**src/rtl/dnsr_pkg.sv**
```systemverilog
// ----------------------------------------------------------------------------
// dnsr_pkg
// Shared types, status codes and answer-tail table for the DNS fixed-answer
// responder.
// ----------------------------------------------------------------------------
`default_nettype none

package dnsr_pkg;

  // Header length of a DNS message in bytes
  localparam int HDR_LEN  = 12;
  // Length of the appended A-record answer
  localparam int TAIL_LEN = 16;
  // Bytes of type and class that follow the name terminator
  localparam int QTAIL_SPAN = 4;

  // Rewritten header constants
  localparam logic [7:0] FLAGS_HI = 8'h84;
  localparam logic [7:0] FLAGS_LO = 8'h00;

  // Response status codes, valid on the final item of a datagram
  typedef logic [2:0] status_t;
  localparam status_t ST_OK        = 3'd0;
  localparam status_t ST_SHORT     = 3'd1;
  localparam status_t ST_NO_QUEST  = 3'd2;
  localparam status_t ST_UNTERM    = 3'd3;
  localparam status_t ST_CUT       = 3'd4;
  localparam status_t ST_TOO_LONG  = 3'd5;

  // Input item
  typedef struct packed {
    logic [7:0] data_byte;
    logic       last_byte;
  } in_t;

  // Result item
  typedef struct packed {
    logic [7:0] out_byte;
    logic       end_of_response;
    status_t    status;
  } out_t;

  // Command from the parser to the emitter
  typedef struct packed {
    logic       has_data;  // send data first
    logic       tail;      // then send the 16-byte answer
    logic       eop;       // end flag for the data item
    logic [7:0] data;
    status_t    status;
  } cmd_t;

  // Answer tail: pointer to offset 12, type A, class IN, TTL 60, length 4,
  // then the address most significant byte first.
  function automatic logic [7:0] tail_byte(input logic [3:0] idx,
                                           input logic [31:0] addr);
    logic [7:0] r;
    begin
      case (idx)
        4'd0:    r = 8'hC0;
        4'd1:    r = 8'h0C;
        4'd2:    r = 8'h00;
        4'd3:    r = 8'h01;
        4'd4:    r = 8'h00;
        4'd5:    r = 8'h01;
        4'd6:    r = 8'h00;
        4'd7:    r = 8'h00;
        4'd8:    r = 8'h00;
        4'd9:    r = 8'h3C;
        4'd10:   r = 8'h00;
        4'd11:   r = 8'h04;
        4'd12:   r = addr[31:24];
        4'd13:   r = addr[23:16];
        4'd14:   r = addr[15:8];
        default: r = addr[7:0];
      endcase
      return r;
    end
  endfunction

endpackage

`default_nettype wire

```
**src/rtl/dnsr_fifo.sv**
```systemverilog
// ----------------------------------------------------------------------------
// dnsr_fifo
// Small register-based command queue between the parser and the emitter.
// ----------------------------------------------------------------------------
`default_nettype none

module dnsr_fifo #(
  parameter int W     = 8,
  parameter int DEPTH = 4
) (
  input  wire logic         clk,
  input  wire logic         rst_n,
  input  wire logic         push,
  input  wire logic [W-1:0] wdata,
  output logic              full,
  input  wire logic         pop,
  output logic [W-1:0]      rdata,
  output logic              nempty
);

  localparam int PW = (DEPTH > 1) ? $clog2(DEPTH) : 1;
  localparam int CW = $clog2(DEPTH + 1);

  logic [W-1:0]  mem_r [DEPTH];
  logic [PW-1:0] wr_ptr_r, wr_ptr_nxt;
  logic [PW-1:0] rd_ptr_r, rd_ptr_nxt;
  logic [CW-1:0] count_r, count_nxt;

  assign full   = (count_r == CW'(DEPTH));
  assign nempty = (count_r != '0);
  assign rdata  = mem_r[rd_ptr_r];

  // Advance pointers and occupancy
  always_comb begin
    wr_ptr_nxt = wr_ptr_r;
    rd_ptr_nxt = rd_ptr_r;
    count_nxt  = count_r;
    if (push) begin
      wr_ptr_nxt = (wr_ptr_r == PW'(DEPTH - 1)) ? '0 : wr_ptr_r + 1'b1;
    end
    if (pop) begin
      rd_ptr_nxt = (rd_ptr_r == PW'(DEPTH - 1)) ? '0 : rd_ptr_r + 1'b1;
    end
    if (push && !pop) begin
      count_nxt = count_r + 1'b1;
    end else if (pop && !push) begin
      count_nxt = count_r - 1'b1;
    end
  end

  always_ff @(posedge clk) begin
    if (!rst_n) begin
      wr_ptr_r <= '0;
      rd_ptr_r <= '0;
      count_r  <= '0;
    end else begin
      wr_ptr_r <= wr_ptr_nxt;
      rd_ptr_r <= rd_ptr_nxt;
      count_r  <= count_nxt;
    end
  end

  // Store entry
  always_ff @(posedge clk) begin
    if (push) begin
      mem_r[wr_ptr_r] <= wdata;
    end
  end

  a_no_overflow: assert property (@(posedge clk) disable iff (!rst_n)
    !(push && full && !pop))
    else $error("dnsr_fifo: push into full queue");

  a_no_underflow: assert property (@(posedge clk) disable iff (!rst_n)
    !(pop && !nempty))
    else $error("dnsr_fifo: pop from empty queue");

endmodule

`default_nettype wire

```
**src/rtl/dnsr_front.sv**
```systemverilog
// ----------------------------------------------------------------------------
// dnsr_front
// Query parser: rewrites the header, walks the label chain, trims the
// question and issues one command per kept byte and per final byte.
// ----------------------------------------------------------------------------
`default_nettype none

module dnsr_front #(
  parameter int MAX_LEN = 512
) (
  input  wire logic           clk,
  input  wire logic           rst_n,
  input  wire logic           in_valid,
  output logic                in_ready,
  input  wire dnsr_pkg::in_t  in_data,
  input  wire logic           q_full,
  output logic                q_push,
  output dnsr_pkg::cmd_t      q_cmd
);

  import dnsr_pkg::*;

  localparam int IW = $clog2(MAX_LEN + 1);
  localparam int NW = $clog2(MAX_LEN);
  localparam int LW = $clog2(MAX_LEN + 257) + 1;

  logic [IW-1:0] byte_index_r, byte_index_nxt;
  logic [LW-1:0] nlp_r, nlp_nxt;
  logic [NW-1:0] nend_r, nend_nxt;
  logic          term_r, term_nxt;
  logic          qnz_r, qnz_nxt;

  logic          acc;
  logic [LW-1:0] i_x, cnt_x, nend_x;
  logic          active, hdr, hit, zb, emit;
  logic [7:0]    ob;
  status_t       st;

  assign in_ready = !q_full;
  assign acc      = in_valid && in_ready;

  // Classify the current byte
  always_comb begin
    i_x    = LW'(byte_index_r);
    active = (i_x < LW'(MAX_LEN));
    hdr    = (i_x < LW'(HDR_LEN));
    zb     = (in_data.data_byte == 8'd0);
    hit    = active && !hdr && !term_r && (i_x == nlp_r);

    term_nxt = term_r;
    nend_nxt = nend_r;
    nlp_nxt  = nlp_r;
    if (hit && zb) begin
      term_nxt = 1'b1;
      nend_nxt = NW'(byte_index_r);
    end else if (hit) begin
      nlp_nxt = i_x + LW'(in_data.data_byte) + LW'(1);
    end
    qnz_nxt = qnz_r || (active && !zb && (i_x == LW'(4) || i_x == LW'(5)));
    nend_x  = LW'(nend_nxt);

    // Rewrite header bytes, pass question bytes
    if (i_x < LW'(2)) begin
      ob = in_data.data_byte;
    end else if (i_x == LW'(2)) begin
      ob = FLAGS_HI;
    end else if (i_x == LW'(5) || i_x == LW'(7)) begin
      ob = 8'd1;
    end else if (hdr) begin
      ob = FLAGS_LO;
    end else begin
      ob = in_data.data_byte;
    end
    emit = active && (hdr || !term_nxt || (i_x <= nend_x + LW'(QTAIL_SPAN)));

    // Final status
    cnt_x = active ? (i_x + LW'(1)) : i_x;
    if (cnt_x < LW'(HDR_LEN)) begin
      st = ST_SHORT;
    end else if (!qnz_nxt) begin
      st = ST_NO_QUEST;
    end else if (!term_nxt) begin
      st = ST_UNTERM;
    end else if (nend_x + LW'(QTAIL_SPAN + 1) > cnt_x) begin
      st = ST_CUT;
    end else if (nend_x + LW'(QTAIL_SPAN + 1 + TAIL_LEN) > LW'(MAX_LEN)) begin
      st = ST_TOO_LONG;
    end else begin
      st = ST_OK;
    end

    // Build command
    q_cmd = '0;
    if (in_data.last_byte && st != ST_OK) begin
      q_cmd.has_data = 1'b1;
      q_cmd.eop      = 1'b1;
      q_cmd.status   = st;
    end else begin
      q_cmd.has_data = emit;
      q_cmd.tail     = in_data.last_byte;
      q_cmd.data     = ob;
      q_cmd.status   = ST_OK;
    end
    q_push = acc && (in_data.last_byte || emit);

    byte_index_nxt = active ? (byte_index_r + 1'b1) : byte_index_r;
  end

  // Hold parse state; clear at end of each datagram
  always_ff @(posedge clk) begin
    if (!rst_n) begin
      byte_index_r <= '0;
      nlp_r        <= LW'(HDR_LEN);
      nend_r       <= '0;
      term_r       <= 1'b0;
      qnz_r        <= 1'b0;
    end else if (acc && in_data.last_byte) begin
      byte_index_r <= '0;
      nlp_r        <= LW'(HDR_LEN);
      nend_r       <= '0;
      term_r       <= 1'b0;
      qnz_r        <= 1'b0;
    end else if (acc) begin
      byte_index_r <= byte_index_nxt;
      nlp_r        <= nlp_nxt;
      nend_r       <= nend_nxt;
      term_r       <= term_nxt;
      qnz_r        <= qnz_nxt;
    end
  end

  a_index_bound: assert property (@(posedge clk) disable iff (!rst_n)
    LW'(byte_index_r) <= LW'(MAX_LEN))
    else $error("dnsr_front: byte index past limit");

  a_clear_on_last: assert property (@(posedge clk) disable iff (!rst_n)
    (acc && in_data.last_byte) |=> (byte_index_r == '0 && !term_r))
    else $error("dnsr_front: state not cleared after final byte");

endmodule

`default_nettype wire

```
**src/rtl/dnsr_back.sv**
```systemverilog
// ----------------------------------------------------------------------------
// dnsr_back
// Response emitter: drains commands, sends data items and expands the
// answer tail, one result per cycle through an output register when not stalled.
// ----------------------------------------------------------------------------
`default_nettype none

module dnsr_back (
  input  wire logic            clk,
  input  wire logic            rst_n,
  input  wire logic            q_nempty,
  input  wire dnsr_pkg::cmd_t  q_cmd,
  output logic                 q_pop,
  input  wire logic [31:0]     addr,
  output logic                 out_valid,
  input  wire logic            out_ready,
  output dnsr_pkg::out_t       out_data
);

  import dnsr_pkg::*;

  logic          pend_r, pend_nxt;
  logic          tail_r, tail_nxt;
  logic [3:0]    tidx_r, tidx_nxt;
  cmd_t          cmd_r, cmd_nxt;
  logic          out_valid_r, out_valid_nxt;
  out_t          out_data_r, out_data_nxt;

  logic          slot_free, busy, adv, last_piece;

  assign out_valid = out_valid_r;
  assign out_data  = out_data_r;

  always_comb begin
    slot_free  = !out_valid_r || out_ready;
    busy       = pend_r || tail_r;
    adv        = slot_free && busy;
    last_piece = pend_r ? !tail_r : (tidx_r == 4'(TAIL_LEN - 1));
    q_pop      = q_nempty && (!busy || (adv && last_piece));

    pend_nxt      = pend_r;
    tail_nxt      = tail_r;
    tidx_nxt      = tidx_r;
    cmd_nxt       = cmd_r;
    out_valid_nxt = out_valid_r;
    out_data_nxt  = out_data_r;

    // Emit the next piece of the current command
    if (adv) begin
      out_valid_nxt = 1'b1;
      if (pend_r) begin
        out_data_nxt.out_byte        = cmd_r.data;
        out_data_nxt.end_of_response = cmd_r.eop;
        out_data_nxt.status          = cmd_r.status;
        pend_nxt                     = 1'b0;
      end else begin
        out_data_nxt.out_byte        = tail_byte(tidx_r, addr);
        out_data_nxt.end_of_response = (tidx_r == 4'(TAIL_LEN - 1));
        out_data_nxt.status          = ST_OK;
        tidx_nxt                     = tidx_r + 4'd1;
        if (tidx_r == 4'(TAIL_LEN - 1)) begin
          tail_nxt = 1'b0;
        end
      end
    end else if (out_ready) begin
      out_valid_nxt = 1'b0;
    end

    // Load the next command
    if (q_pop) begin
      cmd_nxt  = q_cmd;
      pend_nxt = q_cmd.has_data;
      tail_nxt = q_cmd.tail;
      tidx_nxt = 4'd0;
    end
  end

  always_ff @(posedge clk) begin
    if (!rst_n) begin
      pend_r      <= 1'b0;
      tail_r      <= 1'b0;
      tidx_r      <= 4'd0;
      out_valid_r <= 1'b0;
    end else begin
      pend_r      <= pend_nxt;
      tail_r      <= tail_nxt;
      tidx_r      <= tidx_nxt;
      out_valid_r <= out_valid_nxt;
    end
  end

  // Payload registers
  always_ff @(posedge clk) begin
    cmd_r      <= cmd_nxt;
    out_data_r <= out_data_nxt;
  end

  a_tidx_in_tail: assert property (@(posedge clk) disable iff (!rst_n)
    (tidx_r != 4'd0) |-> tail_r)
    else $error("dnsr_back: tail index moved outside a tail");

  a_reject_form: assert property (@(posedge clk) disable iff (!rst_n)
    (out_valid_r && out_data_r.status != ST_OK) |->
      (out_data_r.end_of_response && out_data_r.out_byte == 8'd0))
    else $error("dnsr_back: malformed rejection item");

endmodule

`default_nettype wire

```
**src/rtl/dns_query_fixed_answer_responder.sv**
```systemverilog
// ----------------------------------------------------------------------------
// dns_query_fixed_answer_responder
// Streams a DNS query in and the fixed A-record response out.
// ----------------------------------------------------------------------------
// Usage:
//   in_*   : one query byte per item, last_byte marks the datagram end.
//   out_*  : one response byte per item; end_of_response marks the last
//            item of a datagram, whose status is nonzero on rejection
//            (then the item carries byte 0 and earlier bytes are void).
//   cfg_*  : writes the 32-bit address returned in every answer; write it
//            only while no datagram is in flight. cfg_ready is always high.
// Throughput: one input item per cycle. The last byte of an answered query
//   expands into up to 17 result items, emitted one per cycle; a 4-entry
//   command queue between parser and emitter absorbs this and holds off
//   in_ready only while it is full.
// Path: an accepted byte's command goes through the queue, the emitter's
//   command register and then the output register to reach out_*.
// Reset: synchronous, rst_n low clears parse state, queue and output valid;
//   the address register resets to zero.
// Stall: when out_ready is low the output register holds, the queue fills
//   and then in_ready drops.
// ----------------------------------------------------------------------------
`default_nettype none

module dns_query_fixed_answer_responder #(
  parameter int MAX_LEN = 512
) (
  input  wire logic           clk,
  input  wire logic           rst_n,
  input  wire logic           in_valid,
  output logic                in_ready,
  input  wire dnsr_pkg::in_t  in_data,
  output logic                out_valid,
  input  wire logic           out_ready,
  output dnsr_pkg::out_t      out_data,
  input  wire logic           cfg_valid,
  output logic                cfg_ready,
  input  wire logic [31:0]    cfg_data
);

  import dnsr_pkg::*;

  localparam int QDEPTH = 4;

  logic        q_push, q_pop, q_full, q_nempty;
  cmd_t        q_wcmd, q_rcmd;
  logic [31:0] addr_r;

  // Address register
  assign cfg_ready = 1'b1;
  always_ff @(posedge clk) begin
    if (!rst_n) begin
      addr_r <= 32'd0;
    end else if (cfg_valid && cfg_ready) begin
      addr_r <= cfg_data;
    end
  end

  dnsr_front #(
    .MAX_LEN (MAX_LEN)
  ) u_front (
    .clk      (clk),
    .rst_n    (rst_n),
    .in_valid (in_valid),
    .in_ready (in_ready),
    .in_data  (in_data),
    .q_full   (q_full),
    .q_push   (q_push),
    .q_cmd    (q_wcmd)
  );

  dnsr_fifo #(
    .W     ($bits(cmd_t)),
    .DEPTH (QDEPTH)
  ) u_fifo (
    .clk    (clk),
    .rst_n  (rst_n),
    .push   (q_push),
    .wdata  (q_wcmd),
    .full   (q_full),
    .pop    (q_pop),
    .rdata  (q_rcmd),
    .nempty (q_nempty)
  );

  dnsr_back u_back (
    .clk       (clk),
    .rst_n     (rst_n),
    .q_nempty  (q_nempty),
    .q_cmd     (q_rcmd),
    .q_pop     (q_pop),
    .addr      (addr_r),
    .out_valid (out_valid),
    .out_ready (out_ready),
    .out_data  (out_data)
  );

endmodule

`default_nettype wire
```
**config.mk**
```make
export PLATFORM = sky130hd
export DESIGN_NAME = dns_query_fixed_answer_responder
export DESIGN_NICKNAME = d
export VERILOG_FILES = /design/src/rtl/dnsr_pkg.sv /design/src/rtl/dnsr_fifo.sv /design/src/rtl/dnsr_front.sv /design/src/rtl/dnsr_back.sv /design/src/rtl/dns_query_fixed_answer_responder.sv
export SDC_FILE = /design/constraint.sdc
export NUM_CORES = 1
export LEC_CHECK = 0
export BUFFER_PORTS_ARGS = -buffer_cell sky130_fd_sc_hd__buf_4
export CAP_MARGIN = 10
export CELL_PAD_IN_SITES_DETAIL_PLACEMENT = 1
export CELL_PAD_IN_SITES_GLOBAL_PLACEMENT = 2
export CORE_MARGIN = 1
export CORE_UTILIZATION = 40
export DETAILED_ROUTE_END_ITERATION = 8
export GPL_TIMING_DRIVEN = 0
export PLACE_DENSITY_LB_ADDON = 0.2
export SLEW_MARGIN = 20
export SYNTH_ARGS = -nofsm -noshare
export SYNTH_HDL_FRONTEND = slang
export SYNTH_SLANG_ARGS = --single-unit
```
**constraint.sdc**
```tcl
create_clock -name clk -period 6.9 [get_ports clk]
set_input_delay 1.38 -clock clk [delete_from_list [all_inputs] [get_ports clk]]
set_output_delay 1.38 -clock clk [all_outputs]
set_load 0.01 [all_outputs]
```
Word-level counts from Yosys, hierarchy flattened. Memories as Yosys holds them, arrays and structs flattened. A register that Yosys moved wholly into a read port is not among the register bits. Index checks and enable logic that the tools add are counted.

Multipliers: 0. Equal/unequal tests: 24. Divide/modulo/power cells: 0. Reductions and logical operators: 51. Bitwise logic cells: 3. Multiplexer cells: 36. Magnitude comparators: 7. Shift-type cells: 0. $add $sub $neg: 12.

Operator list (count): one-hot mux 8 bit (9 select lines) (1); 2-to-1 mux 8 bit (5); equality test 4 bit, second input constant (8); equality test 10 x 3 -> 1 bit, second input constant (3); 2-to-1 mux 3 bit (8); adder 9 x 3 -> 10 bit, second input constant (2); equality test 4 x 3 -> 1 bit, second input constant (4); logical AND 1 bit (16); 2-to-1 mux 1 bit (15); 2-to-1 mux 12 bit (1); adder 10 x 1 -> 11 bit, second input constant (1); adder 10 x 8 -> 11 bit (1); adder 11 x 1 -> 11 bit, second input constant (1); equality test 10 x 11 -> 1 bit (1); > comparator 11 x 10 -> 1 bit, second input constant (1); > comparator 11 bit (1); <= comparator 10 x 11 -> 1 bit (1); < comparator 11 x 4 -> 1 bit, second input constant (1); 2-to-1 mux 11 bit (1); adder 10 x 1 -> 10 bit, second input constant (1); adder 9 x 5 -> 10 bit, second input constant (1); equality test 10 x 2 -> 1 bit, second input constant (1); zero test 1 bit (10); < comparator 10 bit, second input constant (1); 23 further kinds (47).

Bits in latches: 0. RAM bits: 56. Memory bits (read-only): 0. Memories: 1. Word-level logic and storage cells: 153. Input bits: 46. Flip-flop bits (word level): 102.

Memories: u_fifo.mem_r (depth 4, bits a word 14, rd ports 1, clocked after Yosys merged registers in 1, wr ports 1, line dnsr_fifo.sv:24) `logic [W-1:0] mem_r [DEPTH];`.

Depth between registers and ports, before layout. Gate-level depths: netlist of run 1.

Word-level depth: 17. Gate-level depth with buffers: 24. Gate-level depth less buffers: 22.

Cells and area by module. Synthesis of run 1 repeated with hierarchy kept, for this count alone.

Cell total of the unflattened synthesis: 824. Area total of the unflattened synthesis: 8785.9 um^2.

By module, submodules not included: dnsr_front (cells an instance 457, instances 1, area each 3407.0 um^2); dnsr_fifo (cells an instance 117, instances 1, area each 2507.4 um^2); dnsr_back (cells an instance 145, instances 1, area each 1616.6 um^2); dns_query_fixed_answer_responder (cells an instance 105, instances 1, area each 1255.0 um^2).

Worst setup path before layout of run 1. OpenSTA, ideal clock, no wires.

Path type: input to register. Start point: input port in_data[2] (netlist bit). End point: register u_fifo.count_r[2]. Setup time: 0.076 ns. Required time: 6.824 ns. Setup slack: 0.974 ns. Buffers on the path: 1. Data arrival time: 5.851 ns. Stages on the path: 22. Cells stage by stage: nor4_1 > nand2_1 > a21o_1 > nor2_8 > buf_2 > mux2i_1 > inv_1 > ha_1 > nand4_1 > xnor2_1 > mux2i_1 > ha_1 > a211oi_1 > nand3_1 > a41o_1 > a21oi_1 > ha_1 > inv_1 > fa_1 > xor2_1 > or3_1 > a21boi_0.

Cells in the longest elaborated chain, start to end: 12. Elaborated cells between the ends (all ways): 17. Classes of those cells: add/sub (1); order compare (1); mux (3); reduce/logical (12).

Ends and longest elaborated chain: from (decl) (line dns_query_fixed_answer_responder.sv:32) `input wire dnsr_pkg::in_t in_data,`; zero test 8 bit (*) (line dnsr_front.sv:47) `zb = (in_data.data_byte == 8'd0);`; logical AND 1 bit (*) (line dnsr_front.sv:53) `if (hit && zb) begin`; 2-to-1 mux 9 bit (*) (line dnsr_front.sv:53); net u_front.nend_nxt[3] (line dnsr_front.sv:29) `logic [NW-1:0] nend_r, nend_nxt;`; adder 9 x 3 -> 10 bit (*) (line dnsr_front.sv:74) `emit = active && (hdr || !term_nxt || (i_x <= nend_x + LW'(QTAIL_SPAN)));`; <= comparator 10 x 11 -> 1 bit (*) (line dnsr_front.sv:74); logical OR 1 bit (*) (line dnsr_front.sv:74); logical AND 1 bit (*) (line dnsr_front.sv:74); logical OR 1 bit (*) (line dnsr_front.sv:104) `q_push = acc && (in_data.last_byte || emit);`; logical AND 1 bit (*) (line dnsr_front.sv:104); net q_push (line dns_query_fixed_answer_responder.sv:45) `logic q_push, q_pop, q_full, q_nempty;`; zero test 1 bit (line dnsr_fifo.sv:46) `end else if (pop && !push) begin`; logical AND 1 bit (line dnsr_fifo.sv:46); nonzero test 2 bit (no line); to (signal assigned) (line dnsr_fifo.sv:59) `count_r <= count_nxt;`; to (decl) (line dnsr_fifo.sv:27) `logic [CW-1:0] count_r, count_nxt;`.

The timed path passes the listed nets; every way through them passes the cells marked *. A chain may end at the register's enable or synchronous reset.

Final worst setup path of run 1. Ends and elaborated chain as after synthesis.

==> run_results.csv, run 1 <==
group,metric,value,unit
yosys,syn_nets,866,
critical_path,crit_path_end_kind,"flip-flop",
cells_and_area,regArea,4004,µm²
critical_path,crit_chain,"buf_4, nor4_1, nand2_1, a21o_1, nor2_8, buf_2, mux2i_1, inv_1, ha_1, nand4_1, xnor2_1, mux2i_1, ha_1, a211oi_1, nand3_1, a41o_1, a21oi_1, ha_1, inv_1, fa_1, xor2_1, or3_1, a21boi_0",
clock_network,path_clk_slew,0.07,ns
floorplanning,die_x,146.8,µm
routing,viasPerCell,5.365,
cells_and_area,nets,942,
clock_network,cts_tree,"built",
clock_network,htreeDepth,4,
clock_network,clockRootBuffer,"clkbuf_16",
cells_and_area,antenna_cells,0,
routing,wl_per_cell,19.49,µm
yosys,yosysWarnings,0,
power,p_leak,3.720,nW
placed_design,post-dp-hpwl,17110,µm
floorplanning,die_area,21540,µm²
yosys,avgSynthCellArea,10.86,µm²
critical_path,r2r-start,"u_front.byte_index_r[0]",
global_route,grt_max_degree,17,
clock_network,numCtsBuffers,17,
clock_network,hold_buffers,0,
cells_and_area,fin_util,0.4813,
critical_path,path_buf_inv,4,
global_route,grt_pass1_wl,35650,µm
timing,setup_viol,0,
yosys,synth_seq_area_share,0.4777,
min_path,hold_start,"u_front.nlp_r[7]",
power,comb_power_share,0.222,
critical_path,crit_required,7.24,ns
outcome,outcome,"complete, no violations",
floorplanning,start_util,0.4116,
timing,finalCritPeriodShare,0.9447,
placed_design,placed_area,9153,µm²
cells_and_area,fin_area,9801,µm²
yosys,synth_cells,772,
critical_path,crit_family,"compound AO/OA/AOI/OAI gates",
routing,drt_iter0_markers,244,
critical_path,setup.worst_path.start_class,"primary input",
critical_path,worstSetupStartpoint,"in_data[2]",
clock_network,cts_setup_buffers,0,
floorplanning,core-area,20360,µm²
cells_and_area,final_cell_mix,"80 x dfxtp_1, 80 x edfxtp_1, 64 x mux2i_1, 59 x nor2_1, 58 x buf_4",
yosys,synth_area,8382,µm²
routing,drc,0,
power,switching_share,0.2907,
floorplanning,ioPinCount,61,
floorplanning,die_y,146.8,µm
timing,holdWs,0.4723,ns
global_route,track_usage,0.2157,
yosys,synth_seq_cells,160,
cells_and_area,fillers,2226,
routing,drt_first_pass_iters,4,
global_route,grt_pass1_vias,6700,
power,vdd_drop_max,0.1753,mV
routing,ant_nets,0,
timing,skew,0.01706,ns
timing,slew_viol_final,0,
critical_path,worst_path_largest_cell_delay,0.52,ns
timing,slew_headroom,0.3986,
power,p_int,2.098,mW
timing,max_freq,0.1534,GHz
critical_path,criticalPathCategory,"primary input to flip-flop",
cells_and_area,area_delta_synth_final,16.93,%
power,finalPower,2.958,mW
timing,finalHoldViolations,0,
yosys,synth-edff-count,80,
critical_path,crit_slowest_cell,"a21oi_1",
placed_design,io_buffers,57,
yosys,ys.flop_type,"edfxtp_1",
critical_path,crit_arrival,6.86,ns
min_path,min_path_type,"flip-flop to flip-flop",
clock_network,insertion_delay,0.43,ns
clock_network,cts.sinks,160,
power,p_sw,0.8598,mW
yosys,synth.distinct_cells,57,
critical_path,worstPathMaxFanout,10,
power,clockPowerShare,0.351,
timing,grt_setup_unrepaired,"false",
cells_and_area,multi_input_area,4128,µm²
power,p_seq_frac,0.427,
yosys,synthArstFlopShare,0,
job,maxCapViolations,0,
clock_network,cts_resized,0,
routing,wirelength,22040,µm
global_route,grt_overflow,0,
power,p_per_area,301.8,nW/µm²
timing,period_needed,6.518,ns
timing,tightest_slew,0.8988,ns
cells_and_area,layout-drive-gt1-share,0.1382,
clock_network,clockBufferDepth,2,
placed_design,place.gp.congestion,0.8508,
global_route,antenna_found_initial,0,
floorplanning,rows,52,
routing,vias,6068,
critical_path,worst_path_most_repeated_cell,"ha_1",
[final timing paths]
| kind | endpoint | slack, ns | cells after the start |
|---|---|---|---|
| min | u_front.nlp_r[7] | 0.47 | 2 |
| max | u_fifo.count_r[2] | 0.38 | 23 |
| max reg2reg | u_fifo.count_r[2] | 0.65 | 23 |
| min reg2reg | u_front.nlp_r[7] | 0.47 | 2 |
[cell type report]
cell class                 count  area share
sequential                   160      0.4085
buffer                        38     0.01532
multi-input combinational    546      0.4212
timing repair buffer          57     0.04366
tap                          270     0.03447
clock inverter                15     0.02272
inverter                      28     0.01072
clock buffer                  17     0.04341
[worst reg2reg max path, cell delays in order, from the launching register on]
cell and delay (ns):
dfxtp_1 0.36, clkbuf_1 0.42, xor2_1 0.22, nor4_4 0.30, nand4_4 0.22, nor2_8 0.26, buf_2 0.35, mux2i_1 0.38
inv_1 0.11, ha_1 0.28, nand4_1 0.15, xnor2_1 0.13, mux2i_1 0.11, ha_1 0.33, a211oi_1 0.24, nand3_1 0.10
a41o_1 0.27, a21oi_1 0.52, ha_1 0.29, inv_1 0.06, fa_1 0.38, xor2_1 0.18, or3_1 0.32, a21boi_0 0.19
[routing by layer]
| layer | global-route usage | routed length, µm | vias up |
|---|---|---|---|
| li1 | - | - | 2937 |
| met1 | 0.2360 | 8797 | 2995 |
| met5 | 0 | 0 | - |
| met2 | 0.4111 | 12030 | 103 |
| met3 | 0.03230 | 612 | 33 |
| met4 | 0.09063 | 605 | 0 |
[state kept, by name, summed over array words and instances (netlist names), named ones only]
register / flops
u_back.out_data: 12
u_fifo.mem_r: 56
u_front.term_r: 1
u_back.cmd_r: 12
u_back.tidx_r: 4
u_back.tail_r: 1
u_front.nlp_r: 11
u_front.qnz_r: 1
u_back.pend_r: 1
u_fifo.rd_ptr_r: 2
u_back.out_valid: 1
u_front.byte_index_r: 10
addr_r: 32
u_front.nend_r: 9
u_fifo.count_r: 3
u_fifo.wr_ptr_r: 2
[power groups by stage]
stage	clock network [mW]	logic (mW)	registers [mW]
floorplan	0	0.421	1.28
global placement	0	0.638	1.27
detailed placement	0	0.665	1.28
CTS	1.06	0.673	1.26
global route	1.09	0.728	1.28
finish	1.04	0.657	1.26
[stage by stage]
step | setup WS [ns] | cells | setup TNS (ns)
after detailed placement | -0.05858 | 1099 | -0.05858
after floorplan | 0.9736 | 772 | 0
after global placement | 0.08165 | 1099 | 0
after CTS | 0.3690 | 1131 | 0
final | 0.3819 | 1131 | 0
after global routing | 0.1286 | 1131 | 0
[logic make-up (layout without fill, tap and decap cells)]
kind of cell             Yosys count  after routing  synth area share
AND/OR/NAND/NOR                  232            232            0.1454
flip-flops                       160            160            0.4777
AO/OA/AOI/OAI                    137            137            0.1054
multiplexers                      81             81            0.1181
buffers and inverters             66            155           0.03045
adder cells (fa/ha/maj)           48             48           0.07344
XOR/XNOR                          47             47           0.04911
other                              1              1         0.0004474
[cells in the mapped netlist (4+ instances only)]
| cell | instances | area share |
|---|---|---|
| dfxtp_1 | 80 | 0.19 |
| edfxtp_1 | 80 | 0.29 |
| mux2i_1 | 64 | 0.076 |
| nor2_1 | 59 | 0.026 |
| nand2_1 | 54 | 0.024 |
| ha_1 | 46 | 0.069 |
| nor2b_1 | 43 | 0.032 |
| o21ai_0 | 36 | 0.021 |
| a21oi_1 | 34 | 0.020 |
| clkbuf_1 | 29 | 0.013 |
| inv_1 | 28 | 0.013 |
| xnor2_1 | 27 | 0.028 |
| xor2_1 | 20 | 0.021 |
| and2_1 | 16 | 0.012 |
| mux4_2 | 14 | 0.038 |
| nand4_1 | 12 | 0.0090 |
| nand3_1 | 10 | 0.0060 |
| a21boi_0 | 9 | 0.0081 |
| a21o_1 | 9 | 0.0081 |
| a22oi_1 | 9 | 0.0081 |
| nor3_1 | 9 | 0.0054 |
| or3_1 | 7 | 0.0052 |
| a211oi_1 | 5 | 0.0045 |
| buf_1 | 5 | 0.0022 |
| o21a_1 | 5 | 0.0045 |
| a222oi_1 | 4 | 0.0048 |
| and3_1 | 4 | 0.0030 |
| o21bai_1 | 4 | 0.0036 |
Power figures use the tool's default switching activity.
==> inputs of run 2 (changes only) <==
--- a/config.mk
+++ b/config.mk
@@ -10,7 +10,8 @@
 export CELL_PAD_IN_SITES_DETAIL_PLACEMENT = 1
 export CELL_PAD_IN_SITES_GLOBAL_PLACEMENT = 2
 export CORE_MARGIN = 1
-export CORE_UTILIZATION = 40
+export CORE_UTILIZATION = 42
+export CTS_BUF_LIST = sky130_fd_sc_hd__clkbuf_4 sky130_fd_sc_hd__clkbuf_8
 export DETAILED_ROUTE_END_ITERATION = 8
 export GPL_TIMING_DRIVEN = 0
 export PLACE_DENSITY_LB_ADDON = 0.2
==> run 2 against run 1 <==
Net effect: via count is 0.79% higher; highest routed layer unchanged; critical endpoint unchanged; wire length hardly changed; global-route usage is 0.89 points higher; flip-flop and latch count stayed put; critical path depth is 1 higher; register-to-register slack better by 0.11 ns.
==> run_results.csv, run 2 (synthesis results as in run 1) <==
group,metric,value,unit
clock_network,cts_tree,"built",
floorplanning,rows,51,
cells_and_area,antenna_cells,0,
global_route,grt_overflow,0,
timing,skew,0.01735,ns
floorplanning,die_area,20520,µm²
global_route,track_usage,0.2247,
routing,drt_first_pass_iters,4,
timing,slew_headroom,0.4130,
outcome,outcome,"complete, no violations",
floorplanning,die_x,143.3,µm
power,switching_share,0.3165,
timing,grt_setup_unrepaired,"false",
critical_path,r2r_slack,0.76,ns
min_path,hold_start,"u_front.nlp_r[7]",
global_route,grt_pass1_wl,34190,µm
power,p_int,1.776,mW
critical_path,crit_arrival,6.78,ns
floorplanning,start_util,0.4293,
timing,setup_viol,0,
timing,max_freq,0.1562,GHz
power,p_per_area,272.4,nW/µm²
routing,drt_iter0_markers,231,
routing,ant_nets,0,
placed_design,io_buffers,57,
critical_path,rr_worst_depth,23,
power,comb_power_share,0.253,
critical_path,crit_required,7.28,ns
cells_and_area,finalNonFillerCells,1126,
critical_path,r2r-start,"u_front.byte_index_r[4]",
power,p_leak,3.593,nW
cells_and_area,fin_util,0.4887,
critical_path,path_buf_inv,4,
placed_design,dp.cells,1094,
timing,finalCritPeriodShare,0.9277,
critical_path,crit_slowest_cell,"mux2i_1",
routing,viasPerCell,5.432,
timing,period_needed,6.401,ns
timing,slew_viol_final,0,
cells_and_area,fin_area,9542,µm²
cells_and_area,nets,942,
placed_design,post-dp-hpwl,17130,µm
cells_and_area,fillers,2152,
cells_and_area,layout-drive-gt1-share,0.1405,
min_path,worstHoldPathCells,2,
clock_network,cts_setup_buffers,0,
critical_path,worst_path_largest_cell_delay,0.38,ns
power,p_sw,0.8226,mW
critical_path,r2r-end,"u_fifo.count_r[2]",
clock_network,cts_resized,0,
clock_network,cts.sinks,160,
critical_path,crit_path_end_kind,"flip-flop",
placed_design,place.gp.congestion,0.8641,
clock_network,path_clk_slew,0.08,ns
clock_network,clockRootBuffer,"clkbuf_8",
clock_network,insertion_delay,0.47,ns
power,vdd_drop_max,0.1221,mV
clock_network,numCtsBuffers,17,
job,maxCapViolations,0,
floorplanning,ioPinCount,61,
routing,wirelength,22040,µm
clock_network,hold_buffers,0,
min_path,min_to,"u_front.nlp_r[7]",
global_route,grt_pass1_vias,6503,
cells_and_area,regMostFlops,"u_fifo.mem_r",
power,clockPowerShare,0.262,
timing,tightest_slew,0.8773,ns
timing,finalHoldViolations,0,
critical_path,crit_family,"simple AND/OR/NAND/NOR gates",
floorplanning,die_y,143.3,µm
power,finalPower,2.599,mW
global_route,antenna_found_initial,0,
cells_and_area,area_delta_synth_final,13.84,%
critical_path,setup.worst_path.start_class,"primary input",
placed_design,placed_area,9146,µm²
clock_network,clockBufferDepth,2,
cells_and_area,largest_register_ff_count,56,
cells_and_area,reg_top3,"u_fifo.mem_r (56), addr_r (32)",
min_path,min_path_type,"flip-flop to flip-flop",
critical_path,worstPathMaxFanout,10,
critical_path,worst_path_most_repeated_cell,"ha_1",
power,p_seq_frac,0.485,
routing,wl_per_cell,19.57,µm
critical_path,crit_chain,"buf_4, nor4_1, nand2_1, a21o_1, nor2_8, buf_2, mux2i_1, inv_1, ha_1, nand4_1, xnor2_1, mux2i_1, ha_1, nand4_1, a21o_1, nand3_1, a41o_1, a21oi_2, ha_1, inv_1, fa_1, xor2_1, or3_1, a21boi_0",
floorplanning,core-area,19530,µm²
clock_network,htreeDepth,4,
critical_path,criticalPathCategory,"primary input to flip-flop",
global_route,grt_max_degree,17,
routing,drc,0,
cells_and_area,final_cell_mix,"80 x dfxtp_1, 80 x edfxtp_1, 64 x mux2i_1, 59 x nor2_1, 58 x buf_4",
routing,vias,6116,
run 2: metrics by stage:
step | hold slack (ns) | setup TNS, ns | setup slack [ns]
2_1_floorplan | 0.4377 | 0 | 0.9736
3_3_place_gp | 0.4540 | 0 | 0.1066
3_5_place_dp | 0.4658 | -0.1405 | -0.1405
4_1_cts | 0.4783 | 0 | 0.3078
5_1_grt | 0.5006 | 0 | 0.07263
6_report | 0.4840 | 0 | 0.4988
run 2: worst max path at each step:
stage / depth (start not counted) / from / endpoint / slack (ns)
final: 24 / in_data[2] / u_fifo.count_r[2] / 0.50
after global routing: 24 / in_data[2] / u_fifo.count_r[2] / 0.07
after global placement: 24 / in_data[2] / u_fifo.count_r[2] / 0.11
after detailed placement: 24 / in_data[2] / u_fifo.count_r[2] / -0.14
after floorplan: 22 / in_data[2] / u_fifo.count_r[2] / 0.97
after CTS: 24 / in_data[2] / u_fifo.count_r[2] / 0.31
run 2: worst min-delay path, cell delays in order (launching register included):
cell and delay, ns:
dfxtp_1 0.33, nand2_1 0.06, a21oi_1 0.05
run 2: power by group through the flow:
stage               combinational (mW)  clock [mW]  sequential, mW
floorplan                        0.421           0            1.28
global placement                 0.639           0            1.27
detailed placement               0.667           0            1.28
CTS                              0.670       0.693            1.26
global route                     0.725       0.733            1.27
finish                           0.658       0.681            1.26
run 2: cell type report:
| class | instances | area [µm²] | area share |
|---|---|---|---|
| plain buffers | 38 | 150.1 | 0.01574 |
| clock buffers | 18 | 241.5 | 0.02531 |
| clock inverters | 14 | 150.1 | 0.01574 |
| inverters | 28 | 105.1 | 0.01101 |
| multi-input cells | 546 | 4131 | 0.4330 |
| flip-flops and latches | 160 | 4004 | 0.4196 |
| well taps | 265 | 331.6 | 0.03475 |
| repair buffers | 57 | 427.9 | 0.04485 |
run 2: layer usage:
metal / up-vias / global-route usage / share of wire
met1: 3024 / 0.2437 / 0.41
met4: 0 / 0.1120 / 0.032
met5: - / 0 / 0
li1: 2938 / - / -
met3: 43 / 0.03454 / 0.029
met2: 111 / 0.4221 / 0.53
==> inputs of run 3 (changes only) <==
--- a/config.mk
+++ b/config.mk
@@ -14,7 +14,7 @@
 export CTS_BUF_LIST = sky130_fd_sc_hd__clkbuf_4 sky130_fd_sc_hd__clkbuf_8
 export DETAILED_ROUTE_END_ITERATION = 8
 export GPL_TIMING_DRIVEN = 0
-export PLACE_DENSITY_LB_ADDON = 0.2
+export PLACE_DENSITY_LB_ADDON = 0.08
 export SLEW_MARGIN = 20
 export SYNTH_ARGS = -nofsm -noshare
 export SYNTH_HDL_FRONTEND = slang
==> run 3 against run 2 <==
Net effect: die area did not move; cell count unchanged; combinational power about the same; clock skew down 0.00058 ns; clock power is 0.7% higher; critical path depth fell by 1; register-to-register slack improved by 0.02 ns; first-iteration DRC count rose by 23%; non-clock buffer count did not move; flip-flop and latch count unchanged; maximum frequency up 0.70%; hold slack gained 0.022 ns; largest cell class unchanged; largest power group unchanged.
==> run_results.csv, run 3 (synthesis results as in run 1) <==
group,metric,value,unit
routing,drc,0,
clock_network,clockRootBuffer,"clkbuf_8",
timing,max_freq,0.1573,GHz
cells_and_area,area_delta_synth_final,13.96,%
timing,finalCritPeriodShare,0.9213,
power,p_per_area,272.8,nW/µm²
routing,wl_per_cell,19.73,µm
timing,grt_setup_unrepaired,"false",
cells_and_area,largest_register_ff_count,56,
critical_path,worstPathMaxFanout,10,
critical_path,r2r_slack,0.78,ns
min_path,min_path_type,"flip-flop to flip-flop",
critical_path,criticalPathCategory,"primary input to flip-flop",
floorplanning,core-area,19530,µm²
critical_path,crit_path_end_kind,"flip-flop",
clock_network,path_clk_slew,0.10,ns
global_route,grt_pass1_wl,35410,µm
critical_path,worstSetupStartpoint,"in_data[2]",
cells_and_area,fin_util,0.4892,
critical_path,crit_slowest_cell,"fa_1",
global_route,track_usage,0.2330,
clock_network,htreeDepth,4,
clock_network,clockBufferDepth,2,
global_route,antenna_found_initial,0,
routing,wirelength,22210,µm
power,vdd_drop_max,0.1347,mV
floorplanning,start_util,0.4293,
routing,vias,6086,
critical_path,r2r-start,"u_front.byte_index_r[0]",
global_route,grt_pass1_vias,6518,
cells_and_area,finalNonFillerCells,1126,
timing,slew_headroom,0.3935,
critical_path,crit_arrival,6.75,ns
timing,setup_viol,0,
timing,slew_viol_final,0,
global_route,grt_max_degree,19,
critical_path,crit_family,"compound AO/OA/AOI/OAI gates",
routing,drt_iter0_markers,284,
cells_and_area,reg_top3,"u_fifo.mem_r (56), addr_r (32)",
outcome,outcome,"complete, no violations",
placed_design,io_buffers,57,
floorplanning,die_x,143.3,µm
timing,holdWs,0.5064,ns
placed_design,dp.cells,1094,
critical_path,worst_path_most_repeated_cell,"ha_1",
clock_network,numCtsBuffers,17,
floorplanning,die_area,20520,µm²
cells_and_area,layout-drive-gt1-share,0.1405,
power,p_leak,3.600,nW
routing,viasPerCell,5.405,
cells_and_area,final_cell_mix,"80 x dfxtp_1, 80 x edfxtp_1, 64 x mux2i_1, 59 x nor2_1, 58 x buf_4",
timing,tightest_slew,0.9079,ns
timing,finalHoldViolations,0,
critical_path,setup.worst_path.start_class,"primary input",
cells_and_area,regMostFlops,"u_fifo.mem_r",
floorplanning,ioPinCount,61,
floorplanning,die_y,143.3,µm
placed_design,post-dp-hpwl,17080,µm
routing,drt_first_pass_iters,5,
critical_path,crit_required,7.29,ns
critical_path,path_buf_inv,4,
timing,period_needed,6.357,ns
critical_path,worst_path_largest_cell_delay,0.37,ns
timing,finalSetupTns,0,ns
routing,ant_nets,0,
min_path,hold_start,"u_front.nlp_r[7]",
job,maxCapViolations,0,
clock_network,cts_tree,"built",
cells_and_area,nets,942,
clock_network,cts.sinks,160,
global_route,grt_overflow,0,
clock_network,insertion_delay,0.47,ns
floorplanning,rows,51,
placed_design,place.gp.congestion,0.8540,
critical_path,crit_chain,"buf_4, nor4_1, nand2_1, a21o_1, nor2_8, buf_2, mux2i_1, inv_1, ha_1, nand4_1, xnor2_1, mux2i_1, ha_1, a211oi_1, nand3_1, a41o_1, a21oi_2, ha_1, inv_1, fa_1, xor2_1, or3_1, a21boi_0",
clock_network,cts_setup_buffers,0,
cells_and_area,antenna_cells,0,
timing,skew,0.01677,ns
-- run 3: cell count changes in the layout (fill, tap and decap cells not counted) --
cell,previous run,this run
bufinv_16,1,0
clkbuf_4,1,0
clkinv_8,1,4
clkinvlp_2,1,0
clkinv_4,4,1
inv_6,3,2
inv_8,2,5
clkinv_2,0,1
-- run 3: worst paths after layout --
path	depth (start not counted)	endpoint
hold / removal	2	u_front.nlp_r[7]
setup / recovery	23	u_fifo.count_r[2]
hold reg to reg	2	u_front.nlp_r[7]
setup reg to reg	23	u_fifo.count_r[2]
-- run 3: timing repair --
item | 4_1_cts | 5_1_grt
gates resized for setup | 0 | 1
setup endpoints to repair | 0 | 1
hold buffers | 0 | 0
-- run 3: stage by stage --
step / total power, mW / setup slack (ns) / instance area [µm²]
2_1_floorplan: 1.700 / 0.9736 / 8382
5_1_grt: 2.762 / 0.2083 / 9552
3_5_place_dp: 1.955 / -0.1166 / 9146
4_1_cts: 2.644 / 0.3543 / 9548
3_3_place_gp: 1.916 / 0.04648 / 9141
6_report: 2.606 / 0.5432 / 9552
-- run 3: layer usage --
| layer | global-route usage | share of wire |
|---|---|---|
| met3 | 0.04225 | 0.026 |
| met5 | 0 | 0 |
| met1 | 0.2609 | 0.41 |
| met4 | 0.09071 | 0.024 |
| met2 | 0.4347 | 0.54 |
-- run 3: final cells by class --
class                           instances  area [µm²]
Clock inverter                         15       167.7
Buffer                                 38       150.1
Clock buffer                           17       234.0
Fill cell                            2211        9975
Tap cell                              265       331.6
Multi-Input combinational cell        546        4131
Timing Repair Buffer                   57       427.9
Sequential cell                       160        4004
Inverter                               28       105.1
-- run 3: power breakdown --
| part | internal, mW | leakage, nW | total, mW | switching [mW] |
|---|---|---|---|---|
| sequential | 1.19 | 1.40 | 1.26 | 0.0678 |
| clock | 0.274 | 0.197 | 0.686 | 0.413 |
| combinational | 0.285 | 2.00 | 0.661 | 0.376 |
| total | 1.75 | 3.60 | 2.61 | 0.856 |
-- run 3: tightest hold or removal path, cell delays in order (launching register included) --
cell and delay, ns:
dfxtp_1 0.34, nand2_1 0.07, a21oi_1 0.06
